--- src/rtl/assert_macros.svh ---
// Assertion helper macros for the key/value extractor RTL.
// Included by the files that carry concurrent assertions; no other dependencies.
`ifndef ASSERT_MACROS_SVH
`define ASSERT_MACROS_SVH

// Condition must hold at every clock edge outside reset.
`define ASSERT_ALWAYS(label, clk, rst, cond, msg) \
   label: assert property (@(posedge clk) disable iff (rst) (cond)) else $error(msg);

// When pre holds at one edge, post must hold at the following edge.
`define ASSERT_NEXT(label, clk, rst, pre, post, msg) \
   label: assert property (@(posedge clk) disable iff (rst) (pre) |=> (post)) else $error(msg);

`endif

--- src/rtl/ikve_pkg.sv ---
// Shared types and constants for the settings-text key/value extractor.
// Used by the channel interfaces, the parser and the top level; no dependencies.
`default_nettype none

package ikve_pkg;

   // Key storage: 31 characters, character 0 in the lowest byte.
   localparam int KEY_CHARS = 31;
   typedef logic [KEY_CHARS-1:0][7:0] key_type;

   // Configuration register indexes.
   typedef logic [2:0] csr_index_type;
   localparam csr_index_type CSR_KEY_0_7   = 3'd0;
   localparam csr_index_type CSR_KEY_8_15  = 3'd1;
   localparam csr_index_type CSR_KEY_16_23 = 3'd2;
   localparam csr_index_type CSR_KEY_24_30 = 3'd3;
   localparam csr_index_type CSR_VALUE_CAP = 3'd4;

   localparam logic [7:0] CAP_RESET = 8'd255;

   // Result kinds.
   localparam logic KIND_VALUE  = 1'b0;
   localparam logic KIND_STATUS = 1'b1;

   // Characters the parser recognizes.
   localparam logic [7:0] CH_TAB   = 8'h09;
   localparam logic [7:0] CH_LF    = 8'h0A;
   localparam logic [7:0] CH_VT    = 8'h0B;
   localparam logic [7:0] CH_FF    = 8'h0C;
   localparam logic [7:0] CH_CR    = 8'h0D;
   localparam logic [7:0] CH_SPACE = 8'h20;
   localparam logic [7:0] CH_QUOTE = 8'h22;
   localparam logic [7:0] CH_ONE   = 8'h31;
   localparam logic [7:0] CH_COLON = 8'h3A;
   localparam logic [7:0] CH_SEMI  = 8'h3B;
   localparam logic [7:0] CH_EQ    = 8'h3D;

   // Results of one parsed byte: an optional value byte, then an optional status.
   typedef struct packed {
      logic       value_v;
      logic [7:0] value_b;
      logic       status_v;
      logic       status_found;
   } result_type;

   // One queued result word.
   typedef struct packed {
      logic       kind;
      logic [7:0] value_b;
      logic       found;
   } word_type;

endpackage

`default_nettype wire

--- src/rtl/ikve_parser.sv ---
// Per-byte parse state machine: tracks line phase, name match and value copy.
// Depends on ikve_pkg.
`default_nettype none

module ikve_parser
   import ikve_pkg::*;
#(
   parameter int NAME_MAX_CHARS = 31
) (
   input  wire logic       clock,
   input  wire logic       reset,
   input  wire logic       step,
   input  wire logic [7:0] text_byte,
   input  wire logic       end_of_text,
   input  wire key_type    key,
   input  wire logic [7:0] capacity,
   output result_type      result
);

   localparam int NLW = $clog2(NAME_MAX_CHARS + 1);

   typedef enum logic [5:0] {
      PH_LINE_START = 6'b000001,
      PH_NAME       = 6'b000010,
      PH_BETWEEN    = 6'b000100,
      PH_COPY       = 6'b001000,
      PH_SKIP       = 6'b010000,
      PH_DONE       = 6'b100000
   } phase_type;

   phase_type        phase_ff, phase_in;
   logic [NLW-1:0]   nl_ff, nl_in;
   logic             match_ff, match_in;
   logic             quote_ff, quote_in;
   logic [7:0]       room_ff, room_in;
   logic             rep_ff, rep_in;

   logic             busy;
   logic [NLW-1:0]   nl_look;
   logic             match_look;
   logic [7:0]       key_char;
   logic             name_hit;
   logic             is_space, is_alnum, is_eol, is_sep, is_quote;

   // Key character at a name position; positions past the key read as zero.
   function automatic logic [7:0] key_at(key_type k, logic [6:0] idx);
      logic [7:0] c;
      c = 8'd0;
      for (int i = 0; i < KEY_CHARS; i++) begin
         if (idx == 7'(i)) c = k[i];
      end
      return c;
   endfunction

   // Character classes of the incoming byte.
   assign is_space = (text_byte == CH_SPACE) || (text_byte == CH_TAB) ||
                     (text_byte == CH_LF) || (text_byte == CH_VT) ||
                     (text_byte == CH_FF) || (text_byte == CH_CR);
   assign is_alnum = (text_byte >= 8'h30 && text_byte <= 8'h39) ||
                     (text_byte >= 8'h41 && text_byte <= 8'h5A) ||
                     (text_byte >= 8'h61 && text_byte <= 8'h7A);
   assign is_eol   = (text_byte == CH_LF) || (text_byte == CH_CR);
   assign is_sep   = (text_byte == CH_SPACE) || (text_byte == CH_TAB) ||
                     (text_byte == CH_EQ) || (text_byte == CH_COLON);
   assign is_quote = (text_byte == CH_QUOTE);

   // A byte at line start begins a fresh name, so the lookup uses position zero.
   assign nl_look    = (phase_ff == PH_LINE_START) ? '0 : nl_ff;
   assign match_look = (phase_ff == PH_LINE_START) ? 1'b1 : match_ff;
   assign key_char   = key_at(key, 7'(nl_look));
   assign name_hit   = match_look &&
                       ((nl_look >= NLW'(NAME_MAX_CHARS)) || (key_char == 8'd0));

   // Phases fall through in order within one byte, so each block may hand on.
   always_comb begin
      phase_in = phase_ff;
      nl_in    = nl_ff;
      match_in = match_ff;
      quote_in = quote_ff;
      room_in  = room_ff;
      rep_in   = rep_ff;
      busy     = 1'b1;
      result   = '0;
      result.value_b = text_byte;

      if (phase_ff == PH_LINE_START) begin
         if (is_space) begin
            busy = 1'b0;
         end else if (text_byte == CH_SEMI) begin
            quote_in = 1'b0;
            phase_in = PH_SKIP;
            busy     = 1'b0;
         end else begin
            nl_in    = '0;
            match_in = 1'b1;
            phase_in = PH_NAME;
         end
      end

      if (busy && phase_in == PH_NAME) begin
         if (is_alnum) begin
            if (nl_in < NLW'(NAME_MAX_CHARS)) begin
               if (text_byte != key_char) match_in = 1'b0;
               nl_in = nl_in + NLW'(1);
            end
            busy = 1'b0;
         end else begin
            phase_in = PH_BETWEEN;
         end
      end

      if (busy && phase_in == PH_BETWEEN) begin
         if (is_eol) begin
            if (name_hit) begin
               result.value_v = 1'b1;
               result.value_b = CH_ONE;
               phase_in       = PH_DONE;
            end else begin
               phase_in = PH_LINE_START;
            end
            busy = 1'b0;
         end else if (is_sep) begin
            busy = 1'b0;
         end else begin
            if (name_hit) begin
               phase_in = PH_COPY;
               room_in  = capacity;
            end else begin
               phase_in = PH_SKIP;
            end
            quote_in = is_quote;
            if (is_quote) busy = 1'b0;
         end
      end

      if (busy && phase_in == PH_COPY) begin
         if (quote_in ? is_quote : is_eol) begin
            phase_in = PH_DONE;
         end else if (room_in != 8'd0) begin
            result.value_v = 1'b1;
            room_in        = room_in - 8'd1;
         end
         busy = 1'b0;
      end

      // A line end in a skipped bare value returns to line start, where it is blank.
      if (busy && phase_in == PH_SKIP) begin
         if (quote_in) begin
            if (is_quote) quote_in = 1'b0;
         end else if (is_eol) begin
            phase_in = PH_LINE_START;
         end
      end

      // Status when the search ends, or at the end of the text if still open.
      if (phase_in == PH_DONE && !rep_in) begin
         result.status_v     = 1'b1;
         result.status_found = 1'b1;
         rep_in              = 1'b1;
      end
      if (end_of_text) begin
         if (!rep_in) begin
            result.status_v     = 1'b1;
            result.status_found = (phase_in == PH_COPY);
         end
         phase_in = PH_LINE_START;
         nl_in    = '0;
         match_in = 1'b1;
         quote_in = 1'b0;
         room_in  = capacity;
         rep_in   = 1'b0;
      end
   end

   // Parse state advances once per processed byte.
   always_ff @(posedge clock) begin
      if (reset) begin
         phase_ff <= PH_LINE_START;
         nl_ff    <= '0;
         match_ff <= 1'b1;
         quote_ff <= 1'b0;
         room_ff  <= capacity;
         rep_ff   <= 1'b0;
      end else if (step) begin
         phase_ff <= phase_in;
         nl_ff    <= nl_in;
         match_ff <= match_in;
         quote_ff <= quote_in;
         room_ff  <= room_in;
         rep_ff   <= rep_in;
      end
   end

endmodule

`default_nettype wire

--- config.mk ---
export PLATFORM = sky130hd
export DESIGN_NAME = ikve_parser
export DESIGN_NICKNAME = d
export VERILOG_FILES = /design/src/rtl/assert_macros.svh /design/src/rtl/ikve_pkg.sv /design/src/rtl/ikve_parser.sv
export SDC_FILE = /design/constraint.sdc
export NUM_CORES = 1
export LEC_CHECK = 0
export CORE_AREA = 2 2 107 109
export CTS_CLUSTER_DIAMETER = 200
export DETAILED_ROUTE_END_ITERATION = 6
export DIE_AREA = 0 0 109 111
export DONT_BUFFER_PORTS = 1
export GPL_TIMING_DRIVEN = 0
export PLACE_DENSITY_LB_ADDON = 0.1
export SYNTH_ARGS = -nofsm -noshare
export SYNTH_HDL_FRONTEND = slang
export SYNTH_SLANG_ARGS = --single-unit
--- constraint.sdc ---
create_clock -name clock -period 11.2 [get_ports clock]
set_clock_uncertainty 0.15 [all_clocks]
set_input_delay 2.24 -clock clock [delete_from_list [all_inputs] [get_ports clock]]
set_output_delay 2.24 -clock clock [all_outputs]
set_load 0.02 [all_outputs]
# --- Word level (Yosys, flattened, before mapping) ---
# Cells that the tools add are included.
word_totals:
  ff_bits: 22
  latchBits: 0
  ram_bits: 0
  romBits: 0
  input_bits: 268
  out_inout_bits: 11
  elab_cells: 195
  memories: 0
op_classes:
  n_addsub: 2
  multipliers: 0
  n_div: 0
  order_cmp: 8
  eq_ne: 48
  shift: 0
  n_mux: 106
  bitwise_logic: 0
  reduce_logical: 25
op_table:
  columns: ["cell", "n"]
  rows:
  - ["$mux 8", 41]
  - ["$mux 6", 14]
  - ["$eq 5x5->1 const B", 15]
  - ["$mux 5", 10]
  - ["$eq 5x4->1 const B", 8]
  - ["$eq 8x4->1 const B", 5]
  - ["$eq 8x6->1 const B", 5]
  - ["$mux 1", 35]
  - ["$mux 9", 3]
  - ["$eq 5x3->1 const B", 4]
  - ["$ge 8x7->1 const B", 2]
  - ["$le 8x7->1 const B", 2]
  - ["$eq 6x4->1 const B", 2]
  - ["$logic_or 1x1->1", 11]
  - ["$eq 5x2->1 const B", 2]
  - ["$logic_and 1x1->1", 9]
  - ["$ge 8x6->1 const B", 1]
  - ["$le 8x6->1 const B", 1]
  - ["$logic_not 8->1", 1]
  - ["$ne 8x8->1", 1]
  - ["$reduce_bool 8->1", 1]
  - ["$sub 8x1->8 const B", 1]
  - ["$eq 6x1->1 const B", 1]
  - ["$eq 6x2->1 const B", 1]
  - ["11 further kinds", 13]

# --- Logic depth before layout (Yosys ltp) ---
logic_depth:
  ltp_word: 52
  mapped_depth: 21
  depth_no_buf: 15

# --- Worst setup path before layout ---
# OpenSTA, ideal clock, no wires.
synth_path:
  path_type: "input port to output port"
  from: "in text_byte[2]"
  to: "out result[10] in the netlist's numbering"
  arrival_ns: 5.387
  t_required_ns: 8.810
  slack_ns: 3.423
  path_stages: 14
  cell_sequence: "clkbuf_1 -> or3_1 -> a32oi_1 -> o21ai_2 -> a211oi_1 -> o211a_1 -> and3_1 -> buf_6 -> buf_2 -> mux2i_1 -> ha_1 -> nand3_1 -> o211ai_1 -> nand2_1"
synth_rtl:
  columns: ["item", "line_no", "rtl"]
  rows:
  - ["start, declared", "ikve_parser.sv:13", "input wire logic [7:0] text_byte,"]
  - ["end, declared", "ikve_parser.sv:17", "output result_type result"]

==> summary.txt <==
Run status
  • Status: complete, but fails checks
  • Failing checks: DRC

Synthesis
  • Share of flip-flops with an asynchronous set or reset: 0%
  • Ys flop type: dfxtp_1
  • Netlist Area Pre-Place: 0.006072 sq mm
  • Post-synth EDFFs: 8
  • Post-Syn Instances: 873
  • Ys Warns: 0
  • Mean Syn Cell Area: 6.955 sq um
  • Seq/Total Area, Yosys: 8.572%
  • Synth top area cells: mux2i_1, a21oi_1, o21ai_0
  • Top cell type by total area after synthesis: mux2i_1
  • Count of different cell masters after synthesis: 93
  • Seq cells post-synth: 22
  • Synth top area share: 5.770%
  • Post-Syn Nets: 1,144

Detailed routing
  • DRT iter0 DRCs: 1,695
  • Routed Antenna Nets: 0
  • Vias per cell: 8.299
  • Drc violations: 4
  • Wirelength per Cell: 33.53 microns
  • Via count: 8,506
  • Number of detailed-routing iterations run before antenna repair: 7
  • Final Routed Wirelength: 34.37 mm

Worst setup path
  • Crit Path Max Fanout: 10
  • Critical Path Start Type: input pin
  • Setup CP Type: input pin to output port
  • Worst setup EP type: output port
  • Critical Path RT: 8.81 ns
  • CP Data Arrival Time: 6.29 ns

Clock tree
  • Clk slew on worst S/H paths: around 0.070 ns
  • CTS tree: done
  • Post-CTS setup buffers: 0
  • Clock buffer depth: 2
  • Post-cts sizing count: 0
  • Clk Latency, worst-skew pair: roughly 0.26 ns
  • Clock sink count: 22
  • Cts hold-fix bufs: 0
  • H-tree Lvls: 1
  • Inserted Clock Buffers: 3
  • CTS Root Cell: clkbuf_16

Power
  • Max VDD drop: 0.07178 mV
  • PwrDens: 57.74 mW/mm^2
  • Leakage: 2.090 nW

Final layout
  • Final nets: 1,149
  • Design Area, Final: 0.006352 sq mm
  • Layout area overhead: 4.616%
  • Share of cells above drive strength 1: 13.45%

Hold path
  • Hold WC Path Type: register to register

STA
  • RSZ-0062 raised after global routing: no
  • Max-Slew Margin vs Limit: 34.39%
  • Final setup violation count: 0
  • Period utilization: 77.51%
  • Slew Viols, Final: 0
  • Final Hold Fails: 0
  • F_max: roughly 120 MHz
  • Worst Max-Slew Pin Slew: 0.9841 ns
  • Tmin final: between 8 and 9 ns
  • Min Hold Slack: between 0.3 and 0.4 ns
  • TNS Setup: 0 ns

Placement
  • I/O Buffers: 0
  • Gpl congestion: about 1.1
  • Area post-placement: about 0.0063 sq mm
  • Post-DP HPWL: 25.92 mm

Floorplan
  • Die Width: 109 microns
  • Initial core utilization: 54.82%
  • Io pins: 279
  • Die ar.: 0.01210 sq mm
  • # rows: 39
  • Die H: 111 microns
  • Core area: 0.01108 sq mm

Flow run
  • Max-cap violations: 0

Global route
  • Tot GR Track Use: 54.12%
  • Antenna violations before repair: 3
  • Global-route wire length before repair: 49.09 mm
  • Vias in the first global route: 8,195
  • Gr ovfl total: 0
  • Largest net degree at the start of global routing: 14
cell type report:
cell class                 instances  area (sq um)
buffer                            82         500.5
sequential                        22         520.5
multi-input combinational        750          4980
clock buffer                       4         88.84
fill                            1090          4725
antenna                            5         12.51
inverter                          19         71.32
tap                              143         178.9
flip-flops by register name (all words and copies together) (netlist names):
register	count
quote_ff	1
room_ff	8
nl_ff	5
match_ff	1
phase_ff	6
rep_ff	1
cells in the final DEF, fill, tap and decap left out, types with 14 or more instances in the layout:
cell      instances
a211oi_1         16
a21oi_1          66
a31oi_1          19
buf_2            37
buf_4            15
clkbuf_1         16
dfxtp_1          14
inv_1            17
mux2i_1          35
nand2_1          78
nand2b_1         26
nand3_1          27
nor2_1           75
nor3_1           25
o21ai_0          63
o22ai_1          26
metrics by stage:
| stage | instances | power, mW | setup WS (ns) | utilization [%] |
|---|---|---|---|---|
| 2_1_floorplan | 873 | 0.2221 | 3.423 | - |
| 4_1_cts | 1020 | 0.3540 | 2.629 | 57.23 |
| 3_5_place_dp | 1016 | 0.2687 | 2.665 | 56.43 |
| 5_1_grt | 1024 | 0.3751 | 2.314 | 57.33 |
| 6_report | 1025 | 0.3668 | 2.519 | 57.35 |
| 3_3_place_gp | 1016 | 0.2645 | 2.687 | 56.43 |
where the power goes:
group,switching (mW),internal [mW]
sequential,0.00513,0.0882
clock,0.0328,0.0547
combinational,0.122,0.0640
cell usage after synthesis, types with 12 or more instances:
cell      instances
buf_2            37
a31oi_1          19
mux2i_1          35
clkbuf_1         16
nand2_1          78
mux2_2           13
nor2_1           75
nand2b_1         26
nor3_1           25
o211ai_1         12
dfxtp_1          14
o22ai_1          26
o21ai_0          63
nor4_1           12
nor2b_1          13
a211oi_1         16
buf_4            15
nand3_1          27
inv_1            17
a21oi_1          66
per-layer routing:
metal	wire length [microns]	GRT usage [%]	vias to the layer above
li1	-	-	3401
met4	3508	42.65	0
met1	10960	61.72	3819
met2	14350	79.30	971
met3	5546	21.05	315
met5	0	0	-
path summary, 6_finish.rpt:
kind	cells past startpoint	slack, ns	start	end
max	15	2.52	key[215]	result[10]
min	2	0.31	quote_ff	quote_ff
max reg2reg	20	5.31	nl_ff[0]	room_ff[6]
min reg2reg	2	0.31	quote_ff	quote_ff
kinds of logic after synthesis:
group	count (synthesis)	synth area share, %
AOI/OAI and AO/OA	344	39.69
xor gates and xnor gates	8	1.154
adders and majority gates	3	0.6182
buffers and inverters	101	9.417
DFF	22	8.572
muxes	55	10.22
and+or+nand+nor	340	30.33
worst max-delay path, cell delays in order:
cell      delay [ns]
mux2i_1         0.16
nor3_1          0.06
o311ai_0        0.68
o21ai_0         0.20
a31oi_1         0.23
a41oi_1         0.17
nor4b_4         0.51
and3_1          0.25
buf_6           0.16
buf_2           0.26
mux2i_1         0.35
ha_1            0.23
nand3_1         0.16
o211ai_1        0.38
nand2_1         0.25
No activity file was read; power rests on OpenSTA's default activity.
